## config.mk

```make
export PLATFORM = sky130hd
export DESIGN_NAME = cfl_time_step_limit_top
export DESIGN_NICKNAME = d
export VERILOG_FILES = /design/src/hdl/cfl_pkg.sv /design/src/hdl/cfl_front.sv /design/src/hdl/cfl_back.sv /design/src/hdl/cfl_time_step_limit_top.sv
export SDC_FILE = /design/constraint.sdc
export NUM_CORES = 1
export LEC_CHECK = 0
export ABC_AREA = 1
export BUFFER_PORTS_ARGS = -buffer_cell sky130_fd_sc_hd__buf_4
export CORE_MARGIN = 1
export CORE_UTILIZATION = 60
export DETAILED_ROUTE_END_ITERATION = 12
export GPL_ROUTABILITY_DRIVEN = 0
export GPL_TIMING_DRIVEN = 0
export PLACE_DENSITY = 0.73
export SETUP_SLACK_MARGIN = 0.5
export SLEW_MARGIN = 10
export SYNTH_ARGS = -nofsm -noshare
export SYNTH_HDL_FRONTEND = slang
export SYNTH_SLANG_ARGS = --single-unit
```

## constraint.sdc

```tcl
create_clock -name clk -period 13.2 [get_ports clk]
set_input_delay 2.64 -clock clk [delete_from_list [all_inputs] [get_ports clk]]
set_output_delay 2.64 -clock clk [all_outputs]
set_load 0.02 [all_outputs]
```

## src/hdl/cfl_pkg.sv

```systemverilog
// ----------------------------------------------------------------------------
// cfl_pkg: shared types and constants
// Widths, register indexes and the front-to-back item record.
// ----------------------------------------------------------------------------
`default_nettype none
package cfl_pkg;
	localparam int unsigned HeightW = 16;
	localparam int unsigned MomW    = 24;
	localparam int unsigned SpeedW  = 24;
	localparam int unsigned CfgW    = 16;
	localparam int unsigned IdxW    = 1;
	localparam int unsigned QueueDepth = 2;

	localparam logic [IdxW-1:0] RegGravity   = 1'b0;
	localparam logic [IdxW-1:0] RegCellWidth = 1'b1;

	localparam logic [SpeedW-1:0] Sat24 = '1;

	// One classified cell as handed from front to back.
	typedef struct packed {
		logic [HeightW-1:0] height;
		logic [MomW-2:0]    mag_lo;
		logic               mag_top;
		logic               last;
	} cell_item_t;

	typedef enum logic [2:0] {
		ST_IDLE,
		ST_VEL,
		ST_SQRT,
		ST_ACC,
		ST_STEP,
		ST_OUT
	} back_state_t;
endpackage
`default_nettype wire

```

## src/hdl/cfl_front.sv

```systemverilog
// ----------------------------------------------------------------------------
// cfl_front: input stage
// Accepts cells, forms the momentum magnitude and pushes items into a queue.
// ----------------------------------------------------------------------------
`default_nettype none
module cfl_front
	import cfl_pkg::*;
(
	input  wire logic                clk,
	input  wire logic                arst_n,
	input  wire logic                in_valid,
	output logic                     in_ready,
	input  wire logic [HeightW-1:0]  cell_height,
	input  wire logic [MomW-1:0]     cell_momentum,
	input  wire logic                last_cell,
	output logic                     q_valid,
	input  wire logic                q_pop,
	output cell_item_t               q_item
);
	localparam int unsigned PtrW = $clog2(QueueDepth);

	cell_item_t             mem_q [QueueDepth];
	logic [PtrW-1:0]        wr_q, rd_q;
	logic [PtrW:0]          cnt_q;
	logic [MomW:0]          mag;
	cell_item_t             item;
	logic                   push;

	// Magnitude can reach 2^23, which still fits in the MomW-bit field.
	always_comb begin
		if (cell_momentum[MomW-1]) begin
			mag = (MomW+1)'(1 << MomW) - {1'b0, cell_momentum};
		end else begin
			mag = {1'b0, cell_momentum};
		end
		item.height  = cell_height;
		item.mag_lo  = mag[MomW-2:0];
		item.mag_top = mag[MomW-1];
		item.last    = last_cell;
	end

	assign in_ready = (cnt_q != (PtrW+1)'(QueueDepth));
	assign push     = in_valid && in_ready;
	assign q_valid  = (cnt_q != '0);
	assign q_item   = mem_q[rd_q];

	always_ff @(posedge clk) begin
		if (push) begin
			mem_q[wr_q] <= item;
		end
	end

	always_ff @(posedge clk or negedge arst_n) begin
		if (!arst_n) begin
			wr_q  <= '0;
			rd_q  <= '0;
			cnt_q <= '0;
		end else begin
			if (push) begin
				wr_q <= wr_q + 1'b1;
			end
			if (q_pop) begin
				rd_q <= rd_q + 1'b1;
			end
			cnt_q <= cnt_q + (PtrW+1)'(push) - (PtrW+1)'(q_pop);
		end
	end
endmodule
`default_nettype wire

```

## src/hdl/cfl_back.sv

```systemverilog
// ----------------------------------------------------------------------------
// cfl_back: arithmetic sequencer
// Bit-serial divides and square root, running maximum and output register.
// ----------------------------------------------------------------------------
`default_nettype none
module cfl_back
	import cfl_pkg::*;
(
	input  wire logic                clk,
	input  wire logic                arst_n,
	input  wire logic                q_valid,
	output logic                     q_pop,
	input  wire cell_item_t          q_item,
	input  wire logic [CfgW-1:0]     gravity,
	input  wire logic [CfgW-1:0]     cell_width,
	output logic                     out_valid,
	input  wire logic                out_ready,
	output logic [SpeedW-1:0]        time_step,
	output logic                     no_motion
);
	// Division width: numerator up to 40 bits.
	localparam int unsigned NumW = 40;
	localparam int unsigned CntW = 6;

	back_state_t        state_q, state_d;
	logic [NumW-1:0]    num_q;
	logic [NumW-1:0]    quo_q;
	logic [SpeedW:0]    rem_q;
	logic [SpeedW-1:0]  den_q;
	logic [CntW-1:0]    cnt_q;
	logic [31:0]        sv_q;
	logic [31:0]        sres_q;
	logic [31:0]        sbit_q;
	logic [SpeedW-1:0]  vel_q;
	logic [SpeedW-1:0]  max_q;
	logic               last_q;
	logic [SpeedW-1:0]  ts_q;
	logic               nm_q;

	logic [SpeedW+1:0]  rem_sh;
	logic [SpeedW+1:0]  rem_sub;
	logic [31:0]        trial;
	logic [SpeedW:0]    speed_sum;
	logic [SpeedW-1:0]  speed;
	logic [31:0]        gh;

	assign rem_sh  = {rem_q, num_q[NumW-1]};
	assign rem_sub = rem_sh - {2'b00, den_q};
	assign trial   = sres_q + sbit_q;
	assign speed_sum = {1'b0, vel_q} + {9'd0, sres_q[15:0]};
	assign speed   = speed_sum[SpeedW] ? Sat24 : speed_sum[SpeedW-1:0];
	assign gh      = 32'(gravity) * 32'(q_item.height);

	assign q_pop     = (state_q == ST_IDLE) && q_valid;
	assign out_valid = (state_q == ST_OUT);
	assign time_step = ts_q;
	assign no_motion = nm_q;

	always_comb begin
		state_d = state_q;
		case (state_q)
			ST_IDLE: if (q_valid) state_d = ST_VEL;
			ST_VEL:  if (cnt_q == '0) state_d = ST_SQRT;
			// The iteration with the lowest bit pair is the last one.
			ST_SQRT: if (sbit_q == 32'd1) state_d = ST_ACC;
			ST_ACC:  state_d = last_q ? ST_STEP : ST_IDLE;
			ST_STEP: if (cnt_q == '0) state_d = ST_OUT;
			ST_OUT:  if (out_ready) state_d = ST_IDLE;
			default: state_d = ST_IDLE;
		endcase
	end

	always_ff @(posedge clk or negedge arst_n) begin
		if (!arst_n) begin
			state_q <= ST_IDLE;
			max_q   <= '0;
		end else begin
			state_q <= state_d;
			if (state_q == ST_ACC && speed > max_q) begin
				max_q <= speed;
			end
			if (state_q == ST_STEP && cnt_q == '0) begin
				max_q <= '0;
			end
		end
	end

	always_ff @(posedge clk) begin
		case (state_q)
			ST_IDLE: begin
				num_q  <= {8'd0, q_item.mag_top, q_item.mag_lo, 8'd0};
				den_q  <= {8'd0, q_item.height};
				rem_q  <= '0;
				quo_q  <= '0;
				cnt_q  <= CntW'(NumW - 1);
				last_q <= q_item.last;
				sv_q   <= gh;
				sres_q <= '0;
				sbit_q <= 32'h4000_0000;
			end
			ST_VEL: begin
				// Restoring divide, one quotient bit per cycle.
				num_q <= num_q << 1;
				if (!rem_sub[SpeedW+1]) begin
					rem_q <= rem_sub[SpeedW:0];
					quo_q <= {quo_q[NumW-2:0], 1'b1};
				end else begin
					rem_q <= rem_sh[SpeedW:0];
					quo_q <= {quo_q[NumW-2:0], 1'b0};
				end
				cnt_q <= cnt_q - 1'b1;
				if (cnt_q == '0) begin
					if (den_q == '0) begin
						vel_q <= '0;
					end else if (rem_sub[SpeedW+1] ? (quo_q[NumW-2:SpeedW-1] != '0)
						: (quo_q[NumW-2:SpeedW-1] != '0)) begin
						vel_q <= Sat24;
					end else begin
						vel_q <= {quo_q[SpeedW-2:0], ~rem_sub[SpeedW+1]};
					end
				end
			end
			ST_SQRT: begin
				// Bit-pair square root, one result bit per cycle.
				if (sv_q >= trial) begin
					sv_q   <= sv_q - trial;
					sres_q <= (sres_q >> 1) + sbit_q;
				end else begin
					sres_q <= sres_q >> 1;
				end
				sbit_q <= sbit_q >> 2;
			end
			ST_ACC: begin
				num_q <= {cell_width, 24'd0};
				den_q <= (speed > max_q) ? speed : max_q;
				rem_q <= '0;
				quo_q <= '0;
				cnt_q <= CntW'(NumW - 1);
			end
			ST_STEP: begin
				num_q <= num_q << 1;
				if (!rem_sub[SpeedW+1]) begin
					rem_q <= rem_sub[SpeedW:0];
					quo_q <= {quo_q[NumW-2:0], 1'b1};
				end else begin
					rem_q <= rem_sh[SpeedW:0];
					quo_q <= {quo_q[NumW-2:0], 1'b0};
				end
				cnt_q <= cnt_q - 1'b1;
				if (cnt_q == '0) begin
					// Numerator is cell_width * 2^24; the step is quotient >> 8.
					nm_q <= (den_q == '0);
					if (den_q == '0) begin
						ts_q <= Sat24;
					end else if (quo_q[NumW-2:SpeedW+7] != '0) begin
						ts_q <= Sat24;
					end else begin
						ts_q <= quo_q[SpeedW+6:7];
					end
				end
			end
			default: begin
				cnt_q <= cnt_q;
			end
		endcase
	end
endmodule
`default_nettype wire

```

## src/hdl/cfl_time_step_limit_top.sv

```systemverilog
// ----------------------------------------------------------------------------
// cfl_time_step_limit_top: CFL time step for a 1-D shallow-water grid
// Streams cells, keeps the maximum wave speed and emits dx / peak speed.
// ----------------------------------------------------------------------------
// Usage: cells arrive on the in channel (valid/ready) as cell_height,
// cell_momentum and last_cell. Each cell item is held in a two-entry queue
// and then worked by the back end: a bit-serial divide for the velocity, a
// bit-pair square root for the celerity and an ST_ACC step to update the
// running maximum; both divides use the single shared shift-subtract
// divider, and the back end takes the next cell only once it is idle. A
// last cell adds a second divide for the step and then presents one result
// item on the out channel (time_step, no_motion). It stays there until
// out_ready, and the queue goes on taking cells meanwhile until it fills.
// The maximum clears after each run. Reset sets gravity to 2511, cell_width
// to 256 and the maximum to zero. The cfg channel writes gravity (index 0)
// or cell_width (index 1) and is always ready.
// ----------------------------------------------------------------------------
`default_nettype none
module cfl_time_step_limit_top
	import cfl_pkg::*;
(
	input  wire logic                clk,
	input  wire logic                arst_n,
	input  wire logic                in_valid,
	output logic                     in_ready,
	input  wire logic [HeightW-1:0]  cell_height,
	input  wire logic [MomW-1:0]     cell_momentum,
	input  wire logic                last_cell,
	output logic                     out_valid,
	input  wire logic                out_ready,
	output logic [SpeedW-1:0]        time_step,
	output logic                     no_motion,
	input  wire logic                cfg_valid,
	output logic                     cfg_ready,
	input  wire logic [IdxW-1:0]     cfg_index,
	input  wire logic [CfgW-1:0]     cfg_data
);
	logic              q_valid, q_pop;
	cell_item_t        q_item;
	logic [CfgW-1:0]   gravity_q, cell_width_q;

	assign cfg_ready = 1'b1;

	// Register file for the two configuration registers.
	always_ff @(posedge clk or negedge arst_n) begin
		if (!arst_n) begin
			gravity_q    <= CfgW'(2511);
			cell_width_q <= CfgW'(256);
		end else if (cfg_valid) begin
			case (cfg_index)
				RegGravity:   gravity_q    <= cfg_data;
				RegCellWidth: cell_width_q <= cfg_data;
				default:      gravity_q    <= gravity_q;
			endcase
		end
	end

	cfl_front u_front (
		.clk, .arst_n, .in_valid, .in_ready, .cell_height, .cell_momentum,
		.last_cell, .q_valid, .q_pop, .q_item
	);

	cfl_back u_back (
		.clk, .arst_n, .q_valid, .q_pop, .q_item,
		.gravity(gravity_q), .cell_width(cell_width_q),
		.out_valid, .out_ready, .time_step, .no_motion
	);
endmodule
`default_nettype wire

```

-- After elaboration in Yosys (flattened, before gate mapping)
Memory sizes are Yosys's and may differ from the RTL's.
Index checks and enable logic that the tools add are counted.
- output and inout port bits: 28
- memories kept: 1
- input bits: 63
- RAM bits: 82
- register bits after elaboration: 343
- equality and inequality tests: 13
- reductions and logical operators: 24
- multipliers: 1
- $lt $le $gt $ge: 2
- multiplexer cells: 27
- $add $sub $neg: 11
- bitwise operators: 2
- memories (name ; depth ; bits a word ; rd ports ; clocked after memory_dff ; write ports ; line ; source):
    u_front.mem_q ; 2 ; 41 ; 1 ; 0 ; 1 ; cfl_front.sv:22 ; cell_item_t mem_q [QueueDepth];
- operators with widths (cell ; count):
    case mux 32 bit (2 select lines) ; 3
    2-to-1 mux 24 bit ; 6
    case mux 40 bit (3 select lines) ; 1
    case mux 39 bit (2 select lines) ; 1
    2-to-1 mux 32 bit ; 2
    case mux 25 bit (2 select lines) ; 1
    case mux 24 bit (2 select lines) ; 1
    adder 31 x 32 -> 32 bit ; 1
    adder 32 bit ; 1
    equality test 32 x 1 -> 1 bit (second input constant) ; 1
    >= comparator 32 bit ; 1
    multiplier 16 x 16 -> 32 bit ; 1
    subtractor 32 bit ; 1
    subtractor 26 x 24 -> 26 bit ; 1
    adder 24 x 16 -> 25 bit ; 1
    2-to-1 mux 25 bit ; 1
    > comparator 24 bit ; 1
    zero test 24 bit ; 1
    subtractor 1 x 24 -> 24 bit (first input constant) ; 1
    2-to-1 mux 3 bit ; 6
    case mux 3 bit (6 select lines) ; 1
    nonzero test 16 bit ; 1
    inequality test 2 x 1 -> 1 bit (second input constant) ; 6
    case mux 6 bit (2 select lines) ; 1
    19 further kinds ; 38

-- Logic depth before layout (Yosys ltp)
Gate-level depths: netlist of run 1.
- depth after elaboration: 6
- depth in mapped cells: 30

-- Hierarchy
A second synthesis of run 1 with hierarchy kept.
- cells, all modules: 4523
- area total of the unflattened synthesis: 35024.8 sq um
- modules (own cells, without submodules) (module ; instances ; cells an instance ; seq. area each (sq um) ; area each (sq um)):
    cfl_back ; 1 ; 4101 ; 8363.0 ; 29904.9
    cfl_front ; 1 ; 280 ; 2562.5 ; 3777.4
    cfl_time_step_limit_top ; 1 ; 142 ; 812.0 ; 1342.5

-- Worst setup path after synthesis of run 1
No wires, ideal clock.
- path type: reg2reg
- start: register u_front.rd_q
- end: register u_back.sv_q[21] (data pin)
- arrival time: 5.893 ns
- library setup time: 0.254 ns
- period minus slack after synthesis: 6.146 ns
- cell stages (with the launch flop): 27
- buffers on the path: 2
- required time: 12.946 ns
- setup slack: 7.054 ns
- cell sequence: dfrtp_1 -> inv_1 -> clkbuf_1 -> or2_2 -> nand2_1 -> inv_1 -> clkbuf_1 -> nand2_1 -> fa_1 -> inv_1 -> fa_1 -> inv_1 -> fa_1 -> inv_1 -> fa_1 -> fa_1 -> inv_1 -> fa_1 -> inv_1 -> ha_1 -> a21oi_1 -> o21ai_0 -> a21oi_1 -> nand3_1 -> or2_2 -> nand3_1 -> nand2_1
- longest elaborated chain between the ends: 3
- ends and longest elaborated chain (what ; line ; source):
    start, declared ; cfl_front.sv:23 ; logic [PtrW-1:0] wr_q, rd_q;
    start signal, assigned ; cfl_front.sv:63 ; rd_q <= rd_q + 1'b1;
    memory read (2 x 41 bit) ; n/a ;
    multiplier 16 x 16 -> 32 bit ; cfl_back.sv:52 ; assign gh = 32'(gravity) * 32'(q_item.height);
    case mux 32 bit (2 select lines) ; cfl_back.sv:89 ; case (state_q)
    end signal, assigned ; cfl_back.sv:97 ; sv_q <= gh;
    end signal, assigned ; cfl_back.sv:126 ; sv_q <= sv_q - trial;
    end, declared ; cfl_back.sv:31 ; logic [31:0] sv_q;
No other way between the ends.
A chain may end at the register's enable or synchronous reset.

-- Worst setup path in the final report of run 1
Ends and elaborated chain as after synthesis.

==> out/results.ini, run 1 <==
[final_layout]
synthToLayoutAreaGrowth_pct=9.26
fin_nets=5089
drive_above_1_share_pct=8.06
nFillCells=4828

[clock_tree]
cts.clk_slew.worst_paths_ns=0.06
numCtsBuffers=44
cts_hold_buf=0
cts_resized=0
clk_latency_ns=0.60
clock-sinks=401
cts_tree=done
root_buffer=clkbuf_16
cts_setup_buffers=0
cts_max_level=2
cts_buffer_depth=3

[detailed_routing]
first_iter_violations=2538
drc=0
drt_first_pass_iters=6
vias=29864
post_drt_wl_per_cell_um=17.4
ant_nets=0
vias_per_cell=5.55
detail_route.wirelength_mm=93.6

[global_routing]
overflow=0
grt_usage_pct=32.0
grt_max_degree=64
antenna_found_initial=0
grt_pass1_vias=28913
grt_pass1_wl_mm=150

[logic_synthesis]
ys_seq_area_share_pct=33.7
synthCells=4450
synth_nets=4949
netlist_area_um2=34900
synth-simple-area-share_pct=26.4
yosysTopAreaCellShare_pct=29.1
yosys_most_used_dff=edfxtp_1
synthXorXnorAreaFrac_pct=2.34
synthMuxAreaShare_pct=0.0287
yosys.area.top_type=edfxtp_1
synth_fa_ha_area_share_pct=19.9
yosys-top-cells-area=edfxtp_1 29%, nand2_1 12%, fa_1 11%
synth_compound_area_share_pct=7.55
synth.distinct_cells=56
synth_top_family_by_area=simple AND/OR/NAND/NOR gates
synthArstFlopShare_pct=15.7
ys_seq_elements=401
yosys_warnings=0
synth_edf_count=338
syn_avg_cell_area_um2=7.83

[floorplan]
die_area_um2=59100
initial_core_util_pct=61.2
fp.dieW_um=243
fp.dieH_um=243
rows=87
ios=91
core_area_um2=56900

[timing]
finalSetupViolations=0
relSlewSlack_pct=26.5
fmax_mhz=131
finalHoldViolCount=0
setup-tns-final_ns=0
drv_slew=0
fin_crit_sh_pct=58.0
min_period_ns=7.65
fin_worst_skew_ns=0.0331
worstMarginPinSlew_ns=1.10
rsz0062_at_grt=false

[worst_setup_path]
max_stage_delay_ns=0.56
critPathArrivalTime_ns=8.00
worstSetupPathType=reg -> reg
critPathRequiredTime_ns=13.55
cpLargestDelayFamily=adder cells
r2r-start=u_front.rd_q$_DFFE_PN0P_
crit_top_cell=fa_1
rr_endpoint=u_back.sv_q[21]$_DFFE_PP_
r2r_setup_slack_ns=5.55
slowest_stage=fa_1
worst_setup_path_start_kind=flip-flop
reg2reg_depth=24
cp-end-kind=flip-flop
critPathCapture=u_back.sv_q[21]$_DFFE_PP_
path_cells=inv_1 > clkbuf_1 > or2_2 > nand2_1 > inv_1 > clkbuf_1 > nand2_1 > fa_1 > inv_1 > fa_1 > fa_1 > fa_1 > fa_1 > inv_1 > fa_1 > inv_1 > ha_1 > a21oi_1 > o21ai_0 > a21oi_1 > nand3_1 > or2_2 > nand3_1 > nand2_1
startpoint=u_front.rd_q$_DFFE_PN0P_
cp.buffers_inverters=7
cp_max_fo=10
worst-path-stages=24

[status]
outcome=completed

[placement]
port_buffers=88
hpwl_mm=74.6

[hold_path]
hold_path.class=reg -> reg

[job]
drv_cap=0

## cells by family after synthesis
logic type / Yosys count
flops: 401
simple gates: 2149
fa+ha+maj: 436
other cells: 1
mux: 1
compound gates: 462
xor+xnor: 93
buf+inv: 907
## layer usage
metal	up-vias	track usage, %	share of wire, %	routed length, um
li1	14455	-	-	-
met1	14013	43.9	43	40000
met2	1179	52.0	46	42900
met3	217	4.39	7.9	7370
met4	0	11.2	3.6	3360
met5	-	0	0	0
## layout make-up
class                   instances  area, um2  share of cell area [%]
clock inverters                18        195                   0.512
diodes                          1       2.50                 0.00657
clock buffers                  64       1260                    3.30
multi-input cells            3142      19600                    51.6
inverters                     805       3020                    7.94
repair buffers                 94        791                    2.08
well taps                     756        946                    2.48
plain buffers                 102        503                    1.32
flip-flops and latches        401      11700                    30.8
## sequential cells by signal (all words and copies together), names as in the netlist, 2 cells and up
name              count
u_back.max_q         24
cell_width_q         16
u_back.rem_q         25
u_back.quo_q         39
u_back.den_q         24
u_back.sv_q          32
u_front.cnt_q         2
u_back.sres_q        32
u_back.cnt_q          6
gravity_q            16
u_back.sbit_q        16
u_back.time_step     24
u_back.state_q        3
u_back.vel_q         24
u_back.num_q         32
u_front.mem_q        82
## Yosys cell counts (3+ instances only)
| library cell | instances |
|---|---|
| a21o_1 | 9 |
| a21oi_1 | 160 |
| a21oi_2 | 13 |
| a22o_1 | 8 |
| a22oi_1 | 10 |
| a31oi_1 | 3 |
| and2_1 | 7 |
| buf_1 | 5 |
| buf_2 | 26 |
| buf_4 | 5 |
| buf_6 | 7 |
| clkbuf_1 | 58 |
| clkinv_1 | 8 |
| dfrtp_1 | 54 |
| dfstp_2 | 9 |
| edfxtp_1 | 338 |
| fa_1 | 197 |
| ha_1 | 239 |
| inv_1 | 782 |
| inv_2 | 14 |
| nand2_1 | 1121 |
| nand2_2 | 34 |
| nand2_4 | 16 |
| nand3_1 | 264 |
| nand3_2 | 14 |
| nand3_4 | 3 |
| nand3b_1 | 16 |
| nand4_1 | 48 |
| nor2_1 | 518 |
| nor2_2 | 16 |
| nor2_4 | 5 |
| nor3_1 | 38 |
| nor4_1 | 12 |
| o21a_1 | 6 |
| o21ai_0 | 167 |
| o21ai_1 | 30 |
| o21ai_2 | 5 |
| o21bai_1 | 21 |
| o22ai_1 | 3 |
| o41ai_1 | 20 |
| or2_2 | 32 |
| xnor2_1 | 23 |
| xor2_1 | 70 |
## how the worst min path moves through the flow
stage                                      start                           end  slack (ns)  cells past startpoint
finish              cell_width_q[13]$_DFFE_PN0P_  cell_width_q[13]$_DFFE_PN0P_        0.49                      2
CTS                 cell_width_q[13]$_DFFE_PN0P_  cell_width_q[13]$_DFFE_PN0P_        0.49                      2
detailed placement  cell_width_q[13]$_DFFE_PN0P_  cell_width_q[13]$_DFFE_PN0P_        0.47                      2
global route        cell_width_q[13]$_DFFE_PN0P_  cell_width_q[13]$_DFFE_PN0P_        0.51                      2
floorplan           cell_width_q[10]$_DFFE_PN0P_  cell_width_q[10]$_DFFE_PN0P_        0.45                      2
global placement    cell_width_q[13]$_DFFE_PN0P_  cell_width_q[13]$_DFFE_PN0P_        0.47                      2
## cell usage in the layout, fill, tap and decap left out, drive strengths merged, types with 2 or more instances in the layout
master    Yosys  final
dfstp         9      9
nor4         12     12
buf          44    138
o41ai        20     20
a22oi        10     10
o211ai        2      2
ha          239    239
nand3b       16     16
a31oi         3      3
nor3         40     40
or2          33     33
nand3       281    281
clkinvlp      0      4
inv         796    798
dfrtp        54     54
nand2      1172   1172
nor2        539    539
fa          197    197
a21boi        3      3
bufinv        0      2
a22o          8      8
clkinv        9     19
a21o          9      9
a21oi       174    174
o22ai         3      3
edfxtp      338    338
xor2         70     70
and2          7      7
o21ai       202    202
nand4        49     49
o21bai       21     21
clkbuf       58    122
o21a          6      6
xnor2        23     23
## per-stage QoR
stage	setup slack [ns]	hold slack, ns	utilization [%]	instances	cell area [um2]
after floorplan	7.05	0.453	-	4450	34900
after global placement	5.77	0.468	64.1	5294	36500
after detailed placement	5.69	0.474	64.4	5300	36600
after CTS	5.69	0.489	66.9	5382	38100
after global routing	5.32	0.509	66.9	5382	38100
final	5.55	0.486	66.9	5383	38100
## worst min-delay path, stage by stage (launching register included)
cell and delay [ns]:
dfrtp_1 0.34, nand2_1 0.05, o21ai_0 0.06
Power of run 1 is not shown: default switching activity piles up to over one toggle a cycle in this logic, so the estimate is an artifact.
==> run 2: changes to the inputs <==
==> constraint.sdc (replaced) <==
create_clock -name clk -period 7.1 [get_ports clk]
set_input_delay 1.42 -clock clk [delete_from_list [all_inputs] [get_ports clk]]
set_output_delay 1.42 -clock clk [all_outputs]
set_load 0.02 [all_outputs]
==> out/results.ini, run 2 (synthesis results as in run 1) <==
[status]
outcome=completed

[worst_setup_path]
worst_setup_path_start_kind=flip-flop
reg2reg_depth=24
slowest_stage=fa_1
cp-end-kind=flip-flop
worstSetupPathType=reg -> reg
crit_top_cell=fa_1
rr_endpoint=u_back.sv_q[21]$_DFFE_PP_
r2r_setup_slack_ns=0.65
cp_max_fo=10
path_cells=inv_2 > buf_4 > or2_2 > o21ai_4 > buf_6 > nor2_1 > fa_1 > inv_1 > fa_1 > fa_1 > fa_1 > inv_1 > fa_1 > inv_1 > fa_1 > inv_1 > ha_2 > a21oi_2 > o21ai_1 > a21oi_2 > nand3_1 > or2_2 > nand3_1 > nand2_1
r2r-start=u_front.rd_q$_DFFE_PN0P_
startpoint=u_front.rd_q$_DFFE_PN0P_
cp.buffers_inverters=7
critPathRequiredTime_ns=7.45
critPathArrivalTime_ns=6.80
max_stage_delay_ns=0.61
cpLargestDelayFamily=adder cells
worst-path-stages=24

[timing]
min_period_ns=6.45
hold_ws_ns=0.485
finalHoldViolCount=0
finalSetupViolations=0
fin_crit_sh_pct=90.8
setup-tns-final_ns=0
rsz0062_at_grt=false
relSlewSlack_pct=25.0
fmax_mhz=155
fin_worst_skew_ns=0.0376
worstMarginPinSlew_ns=1.12
drv_slew=0

[detailed_routing]
vias=30079
drc=0
first_iter_violations=2661
drt_first_pass_iters=6
vias_per_cell=5.57
detail_route.wirelength_mm=95.1
ant_nets=0
post_drt_wl_per_cell_um=17.6

[global_routing]
antenna_found_initial=0
grt_pass1_vias=29104
grt_pass1_wl_mm=151
grt_usage_pct=32.2
grt_max_degree=64
overflow=0

[clock_tree]
cts.clk_slew.worst_paths_ns=0.06
clock-sinks=401
cts_tree=done
cts_buffer_depth=3
cts_max_level=2
clk_latency_ns=0.61
numCtsBuffers=44
root_buffer=clkbuf_16

[placement]
hpwl_mm=74.6
port_buffers=88

[final_layout]
final_common_cell=nand2_1
synthToLayoutAreaGrowth_pct=10.9
fin_nets=5111
final_cell_mix=1,102 x nand2_1, 773 x inv_1, 500 x nor2_1
nFillCells=4739
largest_reg_flops=82
drive_above_1_share_pct=10.3
largestRegisters=u_front.mem_q: 82 flops, u_back.quo_q: 39 flops
largest-register=u_front.mem_q

[floorplan]
fp.dieW_um=243
rows=87
initial_core_util_pct=61.2
die_area_um2=59100
ios=91
fp.dieH_um=243
core_area_um2=56900

[hold_path]
hold_depth=2
hold_path.class=reg -> reg
whs_endpoint=cell_width_q[12]$_DFFE_PN0P_
hp-start=cell_width_q[12]$_DFFE_PN0P_

[job]
drv_cap=0

## run 2: cell types whose count changed in the layout (fill, tap and decap cells not counted), sizes merged
cell and change:
clkbuf -7, buf +29, inv -3, clkinv -1
clkinvlp +4
## run 2: worst max-delay path by stage
stage                                     end  slack, ns
floorplan           u_back.sv_q[21]$_DFFE_PP_       0.95
global placement    u_back.sv_q[21]$_DFFE_PP_      -0.33
detailed placement  u_back.sv_q[21]$_DFFE_PP_      -0.41
CTS                 u_back.sv_q[21]$_DFFE_PP_       0.49
global route        u_back.sv_q[20]$_DFFE_PP_       0.45
finish              u_back.sv_q[21]$_DFFE_PP_       0.65
## run 2: cell type report
type                            count  area (um2)  area share, %
Tap cell                          756         946           2.45
Clock buffer                       64        1260           3.25
Timing Repair Buffer              116         967           2.50
Antenna cell                        1        2.50        0.00647
Inverter                          805        3040           7.86
Buffer                            102         571           1.48
Sequential cell                   401       11700           30.3
Clock inverter                     18         195          0.505
Multi-Input combinational cell   3142       20000           51.6
## run 2: per-layer routing
| metal | vias up | share of wire, % | wire length, um | track usage (%) |
|---|---|---|---|---|
| li1 | 14507 | - | - | - |
| met3 | 235 | 8.3 | 7850 | 4.68 |
| met1 | 14077 | 42 | 40100 | 43.9 |
| met4 | 0 | 3.8 | 3610 | 11.8 |
| met2 | 1260 | 46 | 43600 | 52.2 |
| met5 | - | 0 | 0 | 0 |
## run 2: timing repair
action | 4_1_cts | 5_1_grt
pin swaps | 2 | 8
resized for setup | 50 | 104
buffers inserted | 8 | 12
gates cloned | 0 | 2
endpoints found under the setup margin | 20 | 20
hold buffers | 0 | 0
## run 2: through the flow
stage / setup WS (ns) / area (um2) / util (%) / std cells
after floorplan: 0.954 / 34900 / - / 4450
after global placement: -0.329 / 36500 / 64.1 / 5294
after detailed placement: -0.410 / 36600 / 64.4 / 5300
after CTS: 0.494 / 38300 / 67.2 / 5390
after global routing: 0.451 / 38700 / 67.9 / 5404
final: 0.651 / 38700 / 67.9 / 5405
## run 2: worst reg2reg max path: stages, from the launching register on
cell	delay, ns
dfrtp_2	0.47
inv_2	0.08
buf_4	0.18
or2_2	0.32
o21ai_4	0.15
buf_6	0.20
nor2_1	0.07
fa_1	0.52
inv_1	0.07
fa_1	0.50
fa_1	0.45
fa_1	0.61
inv_1	0.07
fa_1	0.47
inv_1	0.05
fa_1	0.52
inv_1	0.04
ha_2	0.31
a21oi_2	0.20
o21ai_1	0.14
a21oi_2	0.22
nand3_1	0.15
or2_2	0.30
nand3_1	0.07
nand2_1	0.06
Power of run 2 is left out for the same reason.
